==> src/design/sbpmh_pkg.sv <==
// Shared types and constants of the spectrum bin to pixel max-hold unit.
// Used by the channel interfaces, the top level and the checker.
`timescale 1ns / 1ps

package sbpmh_pkg;

  localparam int DISPLAY_PIXELS_DEF  = 240;
  localparam int EXCLUSION_SLOTS_DEF = 4;
  localparam int SLICE_POSITIONS     = 256;
  localparam int MAP_CROSSOVER       = 120;
  localparam int UPPER_END           = 240;
  localparam int BURST_LIMIT         = 64;
  localparam int BURST_W             = 7;

  localparam int POS_W   = 8;
  localparam int POW_W   = 8;
  localparam int PIX_W   = 8;
  localparam int STEP_W  = 30;
  localparam int START_W = 33;
  localparam int BIN_W   = 27;
  localparam int RAD_W   = 27;
  localparam int EXCL_W  = 33;
  localparam int ACC_W   = 31;
  localparam int FREQ_W  = 38;
  localparam int ALU_W   = 40;

  localparam int CFG_W     = 33;
  localparam int CFG_IDX_W = 3;

  localparam logic [STEP_W-1:0]  PIXEL_STEP_RST = 30'd78125;
  localparam logic [START_W-1:0] START_FREQ_RST = 33'd2400000000;
  localparam logic [BIN_W-1:0]   BIN_WIDTH_RST  = 27'd78125;

  localparam logic FUNC_RESTART = 1'b0;

  typedef enum logic [CFG_IDX_W-1:0] {
    REG_PIXEL_STEP,
    REG_START_FREQ,
    REG_BIN_WIDTH,
    REG_EXCL_RADIUS,
    REG_EXCL_0,
    REG_EXCL_1,
    REG_EXCL_2,
    REG_EXCL_3
  } cfg_reg_t;

  typedef enum logic [2:0] {
    ST_IDLE,
    ST_ADD,
    ST_CMP,
    ST_XDIFF,
    ST_XRAD,
    ST_LAST,
    ST_EMIT
  } state_t;

endpackage

==> src/design/sbpmh_if.sv <==
// Valid/ready channel interfaces for sample requests and pixel results.
// Depends on sbpmh_pkg for the field widths.
`timescale 1ns / 1ps

interface sbpmh_in_if import sbpmh_pkg::*; ();
  logic             valid;
  logic             ready;
  logic             func;
  logic [POS_W-1:0] slice_position;
  logic [POW_W-1:0] power_db;

  modport source (output valid, func, slice_position, power_db, input ready);
  modport sink   (input valid, func, slice_position, power_db, output ready);
endinterface

interface sbpmh_out_if import sbpmh_pkg::*; ();
  logic             valid;
  logic             ready;
  logic [PIX_W-1:0] pixel_number;
  logic [POW_W-1:0] pixel_power;
  logic             masked;
  logic             last_of_run;

  modport source (output valid, pixel_number, pixel_power, masked, last_of_run, input ready);
  modport sink   (input valid, pixel_number, pixel_power, masked, last_of_run, output ready);
endinterface

==> src/design/spectrum_bin_to_pixel_max_hold_unit.sv <==
// Max-hold decimator from spectrum slice positions to display pixels; one request at a time.
// A restart or skipped request is taken in the idle state; a sample steps through add and compare.
// Each pixel then steps through the exclusion slots, a last-of-run check and an emit state that
// waits for the result; the wide sums share one 40-bit adder.
// Reset is synchronous and active low; all registers but slot, mask, last and diff are reset.
// Depends on sbpmh_pkg and the channel interfaces in sbpmh_if.sv.
`timescale 1ns / 1ps

module spectrum_bin_to_pixel_max_hold_unit import sbpmh_pkg::*; #(
  parameter int DISPLAY_PIXELS  = DISPLAY_PIXELS_DEF,
  parameter int EXCLUSION_SLOTS = EXCLUSION_SLOTS_DEF
) (
  input  logic                 clk,
  input  logic                 rst_n,
  sbpmh_in_if.sink             in_ch,
  sbpmh_out_if.source          out_ch,
  input  logic                 cfg_we,
  input  logic [CFG_IDX_W-1:0] cfg_index,
  input  logic [CFG_W-1:0]     cfg_wdata
);

  localparam int CNT_W  = $clog2(DISPLAY_PIXELS + 1);
  localparam int SLOT_W = (EXCLUSION_SLOTS > 1) ? $clog2(EXCLUSION_SLOTS) : 1;

  logic [STEP_W-1:0]  step_r;
  logic [START_W-1:0] start_r;
  logic [BIN_W-1:0]   bin_r;
  logic [RAD_W-1:0]   radius_r;
  logic [EXCL_W-1:0]  excl_r [EXCLUSION_SLOTS];

  state_t             state_r,  state_nxt;
  logic [CNT_W-1:0]   count_r,  count_nxt;
  logic [POW_W-1:0]   max_r,    max_nxt;
  logic [ACC_W-1:0]   acc_r,    acc_nxt;
  logic [FREQ_W-1:0]  freq_r,   freq_nxt;
  logic [BURST_W-1:0] burst_r,  burst_nxt;
  logic [SLOT_W-1:0]  slot_r,   slot_nxt;
  logic               masked_r, masked_nxt;
  logic               last_r,   last_nxt;
  logic [ALU_W-1:0]   diff_r,   diff_nxt;

  logic [STEP_W-1:0]  step_eff;
  logic [CNT_W:0]     count_ext;
  logic [CNT_W:0]     count_inc;
  logic [CNT_W+7:0]   count_pix;
  logic [BURST_W-1:0] burst_inc;
  logic [POS_W:0]     pos_ext;
  logic               display_full;
  logic               pos_skip;
  logic [EXCL_W-1:0]  excl_cur;
  logic               slot_last;
  logic [ALU_W-1:0]   alu_a, alu_b, alu_res;
  logic               alu_sub;
  logic               alu_neg;

  always_ff @(posedge clk) begin
    if (!rst_n) begin
      step_r   <= PIXEL_STEP_RST;
      start_r  <= START_FREQ_RST;
      bin_r    <= BIN_WIDTH_RST;
      radius_r <= '0;
      for (int i = 0; i < EXCLUSION_SLOTS; i++) begin
        excl_r[i] <= '0;
      end
    end else if (cfg_we) begin
      case (cfg_index)
        REG_PIXEL_STEP:  step_r   <= cfg_wdata[STEP_W-1:0];
        REG_START_FREQ:  start_r  <= cfg_wdata[START_W-1:0];
        REG_BIN_WIDTH:   bin_r    <= cfg_wdata[BIN_W-1:0];
        REG_EXCL_RADIUS: radius_r <= cfg_wdata[RAD_W-1:0];
        default: begin
          for (int i = 0; i < EXCLUSION_SLOTS; i++) begin
            if (cfg_index == CFG_IDX_W'(int'(REG_EXCL_0) + i)) begin
              excl_r[i] <= cfg_wdata[EXCL_W-1:0];
            end
          end
        end
      endcase
    end
  end

  assign step_eff     = (step_r == '0) ? STEP_W'(1) : step_r;
  assign count_ext    = {1'b0, count_r};
  assign count_inc    = count_ext + (CNT_W+1)'(1);
  assign count_pix    = {8'b0, count_r};
  assign burst_inc    = burst_r + BURST_W'(1);
  assign pos_ext      = {1'b0, in_ch.slice_position};
  assign display_full = count_ext >= (CNT_W+1)'(DISPLAY_PIXELS);
  assign pos_skip     = (pos_ext >= (POS_W+1)'(SLICE_POSITIONS)) ||
                        ((pos_ext >= (POS_W+1)'(UPPER_END)) &&
                         (pos_ext >= (POS_W+1)'(MAP_CROSSOVER)));
  assign excl_cur     = excl_r[slot_r];
  assign slot_last    = slot_r == SLOT_W'(EXCLUSION_SLOTS - 1);

  // Shared adder: operand selection by sequencer state.
  always_comb begin
    alu_a   = ALU_W'(acc_r);
    alu_b   = ALU_W'(step_eff);
    alu_sub = 1'b1;
    case (state_r)
      ST_ADD: begin
        alu_b   = ALU_W'(bin_r);
        alu_sub = 1'b0;
      end
      ST_XDIFF: begin
        alu_a = ALU_W'(freq_r);
        alu_b = ALU_W'(excl_cur);
      end
      ST_XRAD: begin
        if (diff_r[ALU_W-1]) begin
          alu_a   = diff_r;
          alu_b   = ALU_W'(radius_r);
          alu_sub = 1'b0;
        end else begin
          alu_a = ALU_W'(radius_r);
          alu_b = diff_r;
        end
      end
      ST_EMIT: begin
        alu_a   = ALU_W'(freq_r);
        alu_sub = 1'b0;
      end
      default: begin
        alu_sub = 1'b1;
      end
    endcase
  end

  assign alu_res = alu_a + (alu_b ^ {ALU_W{alu_sub}}) + ALU_W'(alu_sub);
  assign alu_neg = alu_res[ALU_W-1];

  always_comb begin
    state_nxt  = state_r;
    count_nxt  = count_r;
    max_nxt    = max_r;
    acc_nxt    = acc_r;
    freq_nxt   = freq_r;
    burst_nxt  = burst_r;
    slot_nxt   = slot_r;
    masked_nxt = masked_r;
    last_nxt   = last_r;
    diff_nxt   = diff_r;
    case (state_r)
      ST_IDLE: begin
        if (in_ch.valid) begin
          if (in_ch.func == FUNC_RESTART) begin
            count_nxt = '0;
            max_nxt   = '0;
            acc_nxt   = '0;
            freq_nxt  = FREQ_W'(start_r);
          end else if (!pos_skip && !display_full) begin
            if (in_ch.power_db > max_r) begin
              max_nxt = in_ch.power_db;
            end
            state_nxt = ST_ADD;
          end
        end
      end
      ST_ADD: begin
        acc_nxt   = (alu_res[ALU_W-1:ACC_W] != '0) ? '1 : alu_res[ACC_W-1:0];
        burst_nxt = '0;
        state_nxt = ST_CMP;
      end
      ST_CMP: begin
        if (!alu_neg && !display_full && (burst_r < BURST_W'(BURST_LIMIT))) begin
          acc_nxt    = alu_res[ACC_W-1:0];
          slot_nxt   = '0;
          masked_nxt = 1'b0;
          state_nxt  = ST_XDIFF;
        end else begin
          state_nxt = ST_IDLE;
        end
      end
      ST_XDIFF: begin
        if ((excl_cur == '0) || masked_r) begin
          if (slot_last) begin
            state_nxt = ST_LAST;
          end else begin
            slot_nxt = slot_r + SLOT_W'(1);
          end
        end else begin
          diff_nxt  = alu_res;
          state_nxt = ST_XRAD;
        end
      end
      ST_XRAD: begin
        masked_nxt = !alu_neg;
        if (slot_last) begin
          state_nxt = ST_LAST;
        end else begin
          slot_nxt  = slot_r + SLOT_W'(1);
          state_nxt = ST_XDIFF;
        end
      end
      ST_LAST: begin
        last_nxt  = alu_neg || (count_inc >= (CNT_W+1)'(DISPLAY_PIXELS)) ||
                    (burst_inc >= BURST_W'(BURST_LIMIT));
        state_nxt = ST_EMIT;
      end
      ST_EMIT: begin
        if (out_ch.ready) begin
          freq_nxt  = (alu_res[ALU_W-1:FREQ_W] != '0) ? '1 : alu_res[FREQ_W-1:0];
          count_nxt = count_inc[CNT_W-1:0];
          max_nxt   = '0;
          burst_nxt = burst_inc;
          state_nxt = last_r ? ST_IDLE : ST_CMP;
        end
      end
      default: begin
        state_nxt = ST_IDLE;
      end
    endcase
  end

  always_ff @(posedge clk) begin
    if (!rst_n) begin
      state_r <= ST_IDLE;
      count_r <= '0;
      max_r   <= '0;
      acc_r   <= '0;
      freq_r  <= '0;
      burst_r <= '0;
    end else begin
      state_r <= state_nxt;
      count_r <= count_nxt;
      max_r   <= max_nxt;
      acc_r   <= acc_nxt;
      freq_r  <= freq_nxt;
      burst_r <= burst_nxt;
    end
    slot_r   <= slot_nxt;
    masked_r <= masked_nxt;
    last_r   <= last_nxt;
    diff_r   <= diff_nxt;
  end

  assign in_ch.ready         = state_r == ST_IDLE;
  assign out_ch.valid        = state_r == ST_EMIT;
  assign out_ch.pixel_number = count_pix[PIX_W-1:0];
  assign out_ch.pixel_power  = max_r;
  assign out_ch.masked       = masked_r;
  assign out_ch.last_of_run  = last_r;

endmodule

==> src/flat_wrapper.sv <==
// flat-port wrapper written by rule: the top's interface ports become plain ports
module spectrum_bin_to_pixel_max_hold_unit_flat import sbpmh_pkg::*;
#(
  parameter int DISPLAY_PIXELS  = DISPLAY_PIXELS_DEF,
  parameter int EXCLUSION_SLOTS = EXCLUSION_SLOTS_DEF
)
  (clk, rst_n, cfg_we, cfg_index, cfg_wdata, in_ch_valid, in_ch_func, in_ch_slice_position, in_ch_power_db, in_ch_ready, out_ch_valid, out_ch_pixel_number, out_ch_pixel_power, out_ch_masked, out_ch_last_of_run, out_ch_ready);
  sbpmh_in_if in_ch_i ();
  sbpmh_out_if out_ch_i ();
  input  logic clk;
  input  logic rst_n;
  input  logic cfg_we;
  input  logic [CFG_IDX_W-1:0] cfg_index;
  input  logic [CFG_W-1:0] cfg_wdata;
  input wire logic [$bits(in_ch_i.valid)-1:0] in_ch_valid;
  input wire logic [$bits(in_ch_i.func)-1:0] in_ch_func;
  input wire logic [$bits(in_ch_i.slice_position)-1:0] in_ch_slice_position;
  input wire logic [$bits(in_ch_i.power_db)-1:0] in_ch_power_db;
  output wire logic [$bits(in_ch_i.ready)-1:0] in_ch_ready;
  output wire logic [$bits(out_ch_i.valid)-1:0] out_ch_valid;
  output wire logic [$bits(out_ch_i.pixel_number)-1:0] out_ch_pixel_number;
  output wire logic [$bits(out_ch_i.pixel_power)-1:0] out_ch_pixel_power;
  output wire logic [$bits(out_ch_i.masked)-1:0] out_ch_masked;
  output wire logic [$bits(out_ch_i.last_of_run)-1:0] out_ch_last_of_run;
  input wire logic [$bits(out_ch_i.ready)-1:0] out_ch_ready;
  assign in_ch_i.valid = in_ch_valid;
  assign in_ch_i.func = in_ch_func;
  assign in_ch_i.slice_position = in_ch_slice_position;
  assign in_ch_i.power_db = in_ch_power_db;
  assign in_ch_ready = in_ch_i.ready;
  assign out_ch_valid = out_ch_i.valid;
  assign out_ch_pixel_number = out_ch_i.pixel_number;
  assign out_ch_pixel_power = out_ch_i.pixel_power;
  assign out_ch_masked = out_ch_i.masked;
  assign out_ch_last_of_run = out_ch_i.last_of_run;
  assign out_ch_i.ready = out_ch_ready;
  spectrum_bin_to_pixel_max_hold_unit #(.DISPLAY_PIXELS(DISPLAY_PIXELS), .EXCLUSION_SLOTS(EXCLUSION_SLOTS)) u_core (.clk(clk), .rst_n(rst_n), .in_ch(in_ch_i), .out_ch(out_ch_i), .cfg_we(cfg_we), .cfg_index(cfg_index), .cfg_wdata(cfg_wdata));
endmodule
==> config.mk <==
export PLATFORM = sky130hd
export DESIGN_NAME = spectrum_bin_to_pixel_max_hold_unit_flat
export DESIGN_NICKNAME = d
export VERILOG_FILES = /design/src/design/sbpmh_pkg.sv /design/src/design/sbpmh_if.sv /design/src/design/spectrum_bin_to_pixel_max_hold_unit.sv /design/src/flat_wrapper.sv
export SDC_FILE = /design/constraint.sdc
export NUM_CORES = 1
export LEC_CHECK = 0
export ABC_AREA = 1
export BUFFER_PORTS_ARGS = -buffer_cell sky130_fd_sc_hd__buf_2
export CAP_MARGIN = 30
export CORE_MARGIN = 10
export CORE_UTILIZATION = 35
export CTS_BUF_LIST = sky130_fd_sc_hd__clkbuf_4 sky130_fd_sc_hd__clkbuf_8
export DETAILED_ROUTE_END_ITERATION = 10
export GPL_TIMING_DRIVEN = 1
export PLACE_DENSITY = 0.55
export SLEW_MARGIN = 20
export SYNTH_ARGS = -nofsm -noshare
export SYNTH_HDL_FRONTEND = slang
export SYNTH_SLANG_ARGS = --single-unit
==> constraint.sdc <==
create_clock -name clk -period 8.8 [get_ports clk]
set_clock_uncertainty 0.15 [all_clocks]
set_input_delay 1.32 -clock clk [delete_from_list [all_inputs] [get_ports clk]]
set_output_delay 1.32 -clock clk [all_outputs]
set_load 0.01 [all_outputs]
-- Yosys cells after proc, flatten, opt, wreduce, memory -nomap -nowiden
Memory sizes are Yosys's and may differ from the RTL's. A register that Yosys moved wholly into a read port is not among the register bits.
Cells that the tools add are included.
- output and inout port bits: 20
- word-level logic and storage cells: 166
- input port bits: 58
- memories kept: 1
- bits in writable memories: 132
- register bits: 256
- memories (memory ; depth ; bits a word ; read ports ; clocked after memory_dff ; write ports ; line ; text):
    u_core.excl_r ; 4 ; 33 ; 1 ; 1 ; 4 ; spectrum_bin_to_pixel_max_hold_unit.sv:29 ; logic [EXCL_W-1:0] excl_r [EXCLUSION_SLOTS];
- multiplexer cells: 71
- $add $sub $neg: 5
- bitwise gates (word level): 6
- $lt $le $gt $ge: 8
- equal/unequal tests: 24
- reductions and logical operators: 37
- operators with widths (kind ; count):
    2-to-1 mux 38 bit ; 4
    2-to-1 mux 33 bit ; 4
    2-to-1 mux 31 bit ; 4
    one-hot mux 40 bit (3 select lines) ; 1
    one-hot mux 31 bit (3 select lines) ; 1
    one-hot mux 40 bit (2 select lines) ; 1
    one-hot mux 38 bit (2 select lines) ; 1
    2-to-1 mux 8 bit ; 8
    adder 40 x 1 -> 40 bit ; 1
    adder 40 bit ; 1
    2-to-1 mux 40 bit ; 1
    XOR 40 bit ; 1
    2-to-1 mux 39 bit ; 1
    logical NOT 33 bit ; 1
    one-hot mux 8 bit (2 select lines) ; 2
    logical NOT 30 bit ; 1
    2-to-1 mux 30 bit ; 1
    2-to-1 mux 1 bit ; 23
    == test 3 bit, second input constant ; 7
    2-to-1 mux 3 bit ; 7
    one-hot mux 3 bit (7 select lines) ; 1
    greater-or-equal comparator 8 bit, second input constant ; 2
    one-hot mux 7 bit (2 select lines) ; 1
    AND reduction 2 bit ; 7
    33 further kinds ; 69

-- Longest topological paths before layout
Gate-level depths: netlist of the first run.
- depth after elaboration: 12
- gate-level depth with buffers: 32
- gate-level depth less buffers: 29

-- Worst setup path before layout of the first run
No wires, ideal clock.
- kind: input to register
- start point: input cfg_index[1]
- end point: memory u_core.excl_r[1][0], enable pin
- required time: 8.181 ns
- arrival: 3.898 ns
- setup time: 0.469 ns
- slack: 4.283 ns
- stages on the path: 3
- path buffers: 0
- cell sequence: inv_1 nand2_1 o21ai_0
- RTL lines (what ; line ; text):
    start, declared ; flat_wrapper.sv:13 ; input logic [CFG_IDX_W-1:0] cfg_index;
    end, declared ; spectrum_bin_to_pixel_max_hold_unit.sv:29 ;

-- Worst setup path in the final report of the first run
- start point: register u_core.state_r[2]
- end point: register u_core.acc_r[3]
- elaborated cells on any way between the ends: 26
- classes of those cells: add/sub (2); eq/ne (8); mux (6); bitwise (1); reduce/logical (9)
- RTL lines (what ; line ; text):
    start, declared ; spectrum_bin_to_pixel_max_hold_unit.sv:31 ; state_t state_r, state_nxt;
    start signal, assigned ; spectrum_bin_to_pixel_max_hold_unit.sv:224 ; state_r <= state_nxt;
    == test 3 bit or == test 3 x 1 -> 1 bit (tied branches) ; spectrum_bin_to_pixel_max_hold_unit.sv:100 ; case (state_r)
    OR reduction 2 bit (no source line) ; -- ;
    one-hot mux 1 bit (2 select lines) ; spectrum_bin_to_pixel_max_hold_unit.sv:100 ;
    XOR 40 bit ; spectrum_bin_to_pixel_max_hold_unit.sv:129 ; assign alu_res = alu_a + (alu_b ^ {ALU_W{alu_sub}}) + ALU_W'(alu_sub);
    adder 40 bit ; spectrum_bin_to_pixel_max_hold_unit.sv:129 ;
    adder 40 x 1 -> 40 bit * ; spectrum_bin_to_pixel_max_hold_unit.sv:129 ;
    net u_core.alu_res[32] ; spectrum_bin_to_pixel_max_hold_unit.sv:52 ; logic [ALU_W-1:0] alu_a, alu_b, alu_res;
    nonzero test 9 bit * ; spectrum_bin_to_pixel_max_hold_unit.sv:160 ; acc_nxt = (alu_res[ALU_W-1:ACC_W] != '0) ? '1 : alu_res[ACC_W-1:0];
    2-to-1 mux 31 bit * ; spectrum_bin_to_pixel_max_hold_unit.sv:160 ;
    one-hot mux 31 bit (3 select lines) * ; spectrum_bin_to_pixel_max_hold_unit.sv:143 ; case (state_r)
    end signal, assigned ; spectrum_bin_to_pixel_max_hold_unit.sv:227 ; acc_r <= acc_nxt;
    end, declared ; spectrum_bin_to_pixel_max_hold_unit.sv:34 ; logic [ACC_W-1:0] acc_r, acc_nxt;
Mark *: on every way through the listed nets, which the timed path passes. The rest lies on a longest branch. The select of a mux whose other input is x is not followed.
A chain may end at the register's enable or synchronous reset.

==> flow_metrics.env, run 1 <==
export IMPL_status="completed"
export IMPL_drt_iter0_drc=1588
export IMPL_final_nets=2650
export IMPL_firstDrtPassIters=5
export IMPL_powerDensity_nw_per_um2=227.2
export IMPL_hold_path_class="register to register"
export IMPL_cap_violations=0
export IMPL_wl_um=70090
export IMPL_root_buffer="clkbuf_8"
export IMPL_top_usage_layer="met2"
export IMPL_path_clk_slew_ns=0.06
export IMPL_start_kind="register"
export IMPL_postCtsSetupRepairBufs=0
export IMPL_synth_ff_type="dfxtp_1"
export IMPL_area_growth_pct=13.37
export IMPL_netlist_area_um2=20210
export IMPL_die_height_um=260.3
export IMPL_grt_max_degree=96
export IMPL_start_util_pct=35.16
export IMPL_critPathMaxStageDelay_ns=0.59
export IMPL_clk_latency_ns=0.65
export IMPL_wl_per_cell_um=20.84
export IMPL_cts_num_sinks=390
export IMPL_gp_congestion=0.9673
export IMPL_final_common_cell="nand2_1"
export IMPL_yosysUniqueCellTypes=56
export IMPL_met1_usage_pct=25.97
export IMPL_rr_endpoint="u_core.acc_r[3]"
export IMPL_clock_fmax_mhz=145.5
export IMPL_cts_hold_fix_buffers=0
export IMPL_ys_seq_elements=390
export IMPL_first_global_vias=18060
export IMPL_setup_violations=0
export IMPL_fin_tns_setup_ns=0
export IMPL_cts_buffer_depth=3
export IMPL_vias=18400
export IMPL_regToRegSetupSlack_ns=1.93
export IMPL_numCtsBuffers=72
export IMPL_hold_viol=0
export IMPL_hold_depth=2
export IMPL_antenna_found_initial=1
export IMPL_syn_area_per_cell_um2=8.103
export IMPL_crit_fanout=39
export IMPL_arrival_ns=7.28
export IMPL_synth_net_count=2602
export IMPL_required_ns=9.21
export IMPL_path_buf_inv=6
export IMPL_final_cells=3363
export IMPL_met3_usage_pct=3.419
export IMPL_max_vdd_ir_drop_mv=0.1021
export IMPL_io_pins=78
export IMPL_die_area_um2=67750
export IMPL_io_buffers=73
export IMPL_syn_inst=2494
export IMPL_tightestPinTransition_ns=0.9507
export IMPL_grt_usage_pct=20.38
export IMPL_dp_hpwl_um=47680
export IMPL_cpLargestDelayFamily="simple AND/OR/NAND/NOR gates"
export IMPL_fin_crit_sh_pct=78.08
export IMPL_leakagePower_nw=9.387
export IMPL_drt_drc_violations_left=0
export IMPL_grt_first_pass_wirelength_um=107000
export IMPL_synth_warnings=0
export IMPL_core_area_um2=57480
export IMPL_post_place_cells=3233
export IMPL_period_needed_ns=6.871
export IMPL_relSlewSlack_pct=36.62
export IMPL_via_per_inst=5.471
export IMPL_endpoint_kind="register"
export IMPL_hold_end="u_core.acc_r[2]"
export IMPL_grt_overflow=0
export IMPL_critical_path_class="register to register"
export IMPL_met2_usage_pct=32.74
export IMPL_cts_tree="done"
export IMPL_cts_resized=0
export IMPL_synth_edf_count=176
export IMPL_crit_slowest_cell="nand3_2"
export IMPL_final_cell_mix="419 x nand2_1, 297 x nor2_1, 278 x a21oi_1"
export IMPL_yosysSeqAreaShare_pct=47.35
export IMPL_die_x_um=260.3
export IMPL_antenna_left=0
export IMPL_timing_rr_start="u_core.state_r[2]"
export IMPL_r2r_cells=26
export IMPL_drive_gt1_share_pct=11.13
export IMPL_drv_slew=0
export IMPL_hold_start="u_core.acc_r[2]"
export IMPL_post_route_util_pct=39.86
export IMPL_row_count=88
export IMPL_cpMostUsedCell="nand2_1"
export IMPL_async_reset_ff_share_pct=0
export IMPL_h_tree_depth=3
export IMPL_rsz0062_at_grt="no"
export IMPL_fill_cells=5890
==> final cells by class <==
| class | count | area, um2 | share of cell area (%) |
|---|---|---|---|
| clock buffer | 116 | 1409 | 6.150 |
| sequential | 390 | 9570 | 41.77 |
| clock inverter | 13 | 118.9 | 0.5188 |
| timing repair buffer | 118 | 718.2 | 3.135 |
| multi-input combinational | 1722 | 9238 | 40.32 |
| tap | 765 | 957.2 | 4.178 |
| inverter | 238 | 895.9 | 3.910 |
| antenna | 1 | 2.502 | 0.01092 |
==> cell families after synthesis <==
family                     count (synthesis)  share of synthesized area [%]
and+or+nand+nor                          863                          17.45
adders and majority gates                 50                          3.133
DFF                                      390                          47.35
xor gates and xnor gates                  69                          2.991
buffers and inverters                    382                          7.356
AOI/OAI and AO/OA                        740                          21.71
==> tightest hold or removal path, cell delays in order, from the launching register on <==
cell,delay [ns]
dfxtp_1,0.30
nand2_1,0.06
a21oi_1,0.06
==> worst max-delay path by stage <==
stage                     slack, ns             endpoint         startpoint  cells after the start
final                          1.93      u_core.acc_r[3]  u_core.state_r[2]                     26
after global routing           1.41      u_core.acc_r[3]  u_core.state_r[2]                     27
after CTS                      2.03      u_core.acc_r[3]  u_core.state_r[2]                     26
after detailed placement       2.05      u_core.acc_r[3]  u_core.state_r[2]                     26
after global placement         2.09      u_core.acc_r[5]  u_core.state_r[2]                     26
after floorplan                4.28  u_core.excl_r[1][0]       cfg_index[1]                      3
==> sequential cells by signal (all words and copies together), names as in the netlist, 7 cells and up, named ones only <==
signal and flops:
u_core.burst_r 7, u_core.diff_r 40, u_core.excl_r 132, u_core.radius_r 27
u_core.freq_r 38, u_core.out_ch.pixel_number 8, u_core.step_r 30, u_core.start_r 33
u_core.bin_r 27, u_core.acc_r 31, u_core.out_ch.pixel_power 8
==> stage by stage <==
step | hold WS (ns) | setup WS [ns] | power, mW | instance area (um2)
global route | 0.3325 | 1.407 | 5.477 | 22910
global placement | 0.3011 | 2.090 | 3.356 | 21370
floorplan | 0.2905 | 4.283 | 2.970 | 20210
finish | 0.3125 | 1.929 | 5.205 | 22910
detailed placement | 0.3055 | 2.054 | 3.367 | 21380
CTS | 0.3146 | 2.027 | 5.218 | 22910
==> power by group <==
| group | internal [mW] | switching [mW] |
|---|---|---|
| Combinational | 0.377 | 0.905 |
| Clock | 1.05 | 0.804 |
| Sequential | 2.03 | 0.0433 |
| Total | 3.45 | 1.75 |
==> per-layer routing <==
metal	vias to the layer above	part of all wire, %
met5	-	0
met4	0	4.8
met3	166	5.9
met2	597	46
met1	8909	43
li1	8726	-
==> synth_stat cells, types with 9 or more instances <==
cell / n / area [um2]
nand2_1: 420 / 1577
nor2_1: 304 / 1141
a21oi_1: 278 / 1391
inv_1: 231 / 867.1
o21ai_0: 217 / 1086
dfxtp_1: 214 / 4284
edfxtp_1: 176 / 5285
clkbuf_1: 116 / 435.4
nand3_1: 76 / 380.4
xor2_1: 52 / 455.4
ha_1: 49 / 613.1
o211ai_1: 47 / 352.8
a221oi_1: 27 / 236.5
a32o_1: 23 / 230.2
nand4_1: 23 / 143.9
a22oi_1: 22 / 165.2
o22ai_1: 22 / 137.6
xnor2_1: 17 / 148.9
a31oi_1: 16 / 100.1
o21ai_1: 16 / 80.08
buf_1: 13 / 48.80
o2111ai_1: 13 / 113.9
nor3_1: 10 / 50.05
o22a_1: 9 / 78.83
Note: power is estimated with default switching activity, not from simulation.
==> inputs of run 2 (changes only) <==
clock period = 7 ns   (was 8.8 ns; I/O delays follow)
==> flow_metrics.env, run 2 (synthesized netlist as in run 1, its figures left out) <==
export IMPL_hold_end="u_core.acc_r[2]"
export IMPL_met2_usage_pct=34.53
export IMPL_tightestPinTransition_ns=0.9526
export IMPL_cts_resized=0
export IMPL_post_place_cells=3240
export IMPL_cpMostUsedCell="nand2_1"
export IMPL_crit_fanout=22
export IMPL_row_count=88
export IMPL_required_ns=7.35
export IMPL_fin_total_pwr_mw=6.578
export IMPL_hold_viol=0
export IMPL_drt_drc_violations_left=0
export IMPL_antenna_left=0
export IMPL_crit_slowest_cell="nand2_1"
export IMPL_drt_iter0_drc=1639
export IMPL_cap_violations=0
export IMPL_drive_gt1_share_pct=11.36
export IMPL_via_per_inst=5.491
export IMPL_r2r_cells=28
export IMPL_core_area_um2=57480
export IMPL_arrival_ns=6.23
export IMPL_start_kind="register"
export IMPL_final_cell_mix="419 x nand2_1, 297 x nor2_1, 278 x a21oi_1"
export IMPL_start_util_pct=35.16
export IMPL_grt_overflow=0
export IMPL_top_usage_layer="met2"
export IMPL_regToRegSetupSlack_ns=1.12
export IMPL_die_area_um2=67750
export IMPL_rr_endpoint="u_core.acc_r[0]"
export IMPL_wl_per_cell_um=21.25
export IMPL_reg_largest_list="u_core.excl_r x132, u_core.diff_r x40, u_core.freq_r x38"
export IMPL_wl_um=71620
export IMPL_timing_rr_start="u_core.state_r[0]"
export IMPL_critPathMaxStageDelay_ns=0.45
export IMPL_cts_hold_fix_buffers=0
export IMPL_largest_reg_flops=132
export IMPL_finalWorstSetupSlack_ns=1.118
export IMPL_startpoint="u_core.state_r[0]"
export IMPL_hold_start="u_core.acc_r[2]"
export IMPL_grt_usage_pct=20.84
export IMPL_whs_ns=0.3137
export IMPL_cts_num_sinks=390
export IMPL_die_height_um=260.3
export IMPL_leakagePower_nw=9.424
export IMPL_powerDensity_nw_per_um2=286.4
export IMPL_dp_hpwl_um=48640
export IMPL_hold_path_class="register to register"
export IMPL_dpl_worst_slack_ns=1.230
export IMPL_period_needed_ns=5.882
export IMPL_h_tree_depth=3
export IMPL_grt_first_pass_wirelength_um=109000
export IMPL_area_growth_pct=13.64
export IMPL_root_buffer="clkbuf_8"
export IMPL_vias=18510
export IMPL_status="completed"
export IMPL_fin_crit_sh_pct=84.02
export IMPL_drv_slew=0
export IMPL_cts_tree="done"
export IMPL_met3_usage_pct=2.878
export IMPL_relSlewSlack_pct=36.49
export IMPL_antenna_found_initial=2
export IMPL_path_clk_slew_ns=0.06
export IMPL_met1_usage_pct=26.70
export IMPL_cts_buffer_depth=3
export IMPL_setup_violations=0
export IMPL_clk_latency_ns=0.66
export IMPL_fin_tns_setup_ns=0
export IMPL_max_vdd_ir_drop_mv=0.1112
export IMPL_grt_max_degree=79
export IMPL_io_buffers=73
export IMPL_gp_congestion=0.9635
export IMPL_final_nets=2656
export IMPL_final_cells=3371
export IMPL_endpoint_kind="register"
export IMPL_top_register="u_core.excl_r"
export IMPL_first_global_vias=18370
export IMPL_io_pins=78
export IMPL_die_x_um=260.3
export IMPL_firstDrtPassIters=5
export IMPL_critical_path_class="register to register"
export IMPL_postCtsSetupRepairBufs=0
export IMPL_hold_depth=2
export IMPL_final_common_cell="nand2_1"
export IMPL_numCtsBuffers=71
export IMPL_rsz0062_at_grt="no"
export IMPL_clock_fmax_mhz=170.0
-- run 2: changes by cell type in the layout (fill, tap and decap cells not counted), sizes merged --
cell / previous run / this run
clkinvlp: 3 / 2
clkbuf: 116 / 111
clkinv: 7 / 11
inv: 240 / 241
buf: 118 / 125
bufinv: 1 / 3
-- run 2: worst max-delay path by stage --
stage,to
CTS,u_core.acc_r[21]
global route,u_core.acc_r[2]
detailed placement,u_core.acc_r[0]
finish,u_core.acc_r[0]
global placement,u_core.acc_r[21]
floorplan,u_core.acc_r[1]
-- run 2: worst max-delay path: cells and delay by family (launching register included) --
kind,cells,cell delay [ns]
buffers and inverters,4,1.06
DFF,1,0.42
and+or+nand+nor,14,1.79
adders and majority gates,1,0.32
AOI/OAI and AO/OA,7,1.59
xor gates and xnor gates,2,0.38
-- run 2: where the power goes --
| part | total (mW) | switching, mW | internal, mW | leakage, nW |
|---|---|---|---|---|
| Clock | 2.34 | 1.01 | 1.33 | 0.815 |
| Sequential | 2.61 | 0.0560 | 2.55 | 3.41 |
| Combinational | 1.63 | 1.16 | 0.476 | 5.20 |
-- run 2: layout make-up --
class                      instances  area [um2]
sequential                       390        9570
multi-input combinational       1722        9238
inverter                         238       895.9
tap                              765       957.2
clock inverter                    19       196.4
antenna                            1       2.502
fill                            5939       34510
clock buffer                     111        1334
timing repair buffer             125       770.7
-- run 2: per-layer routing --
| layer | routed length [um] | vias to the layer above |
|---|---|---|
| met4 | 2652 | 0 |
| met5 | 0 | - |
| met2 | 33760 | 628 |
| met1 | 30950 | 9007 |
| met3 | 4256 | 143 |
| li1 | - | 8732 |
-- run 2: metrics by stage --
| step | utilization (%) | cell area, um2 |
|---|---|---|
| floorplan | - | 20210 |
| global placement | 37.28 | 21420 |
| detailed placement | 37.29 | 21430 |
| CTS | 39.95 | 22960 |
| global route | 39.96 | 22960 |
| finish | 39.96 | 22960 |
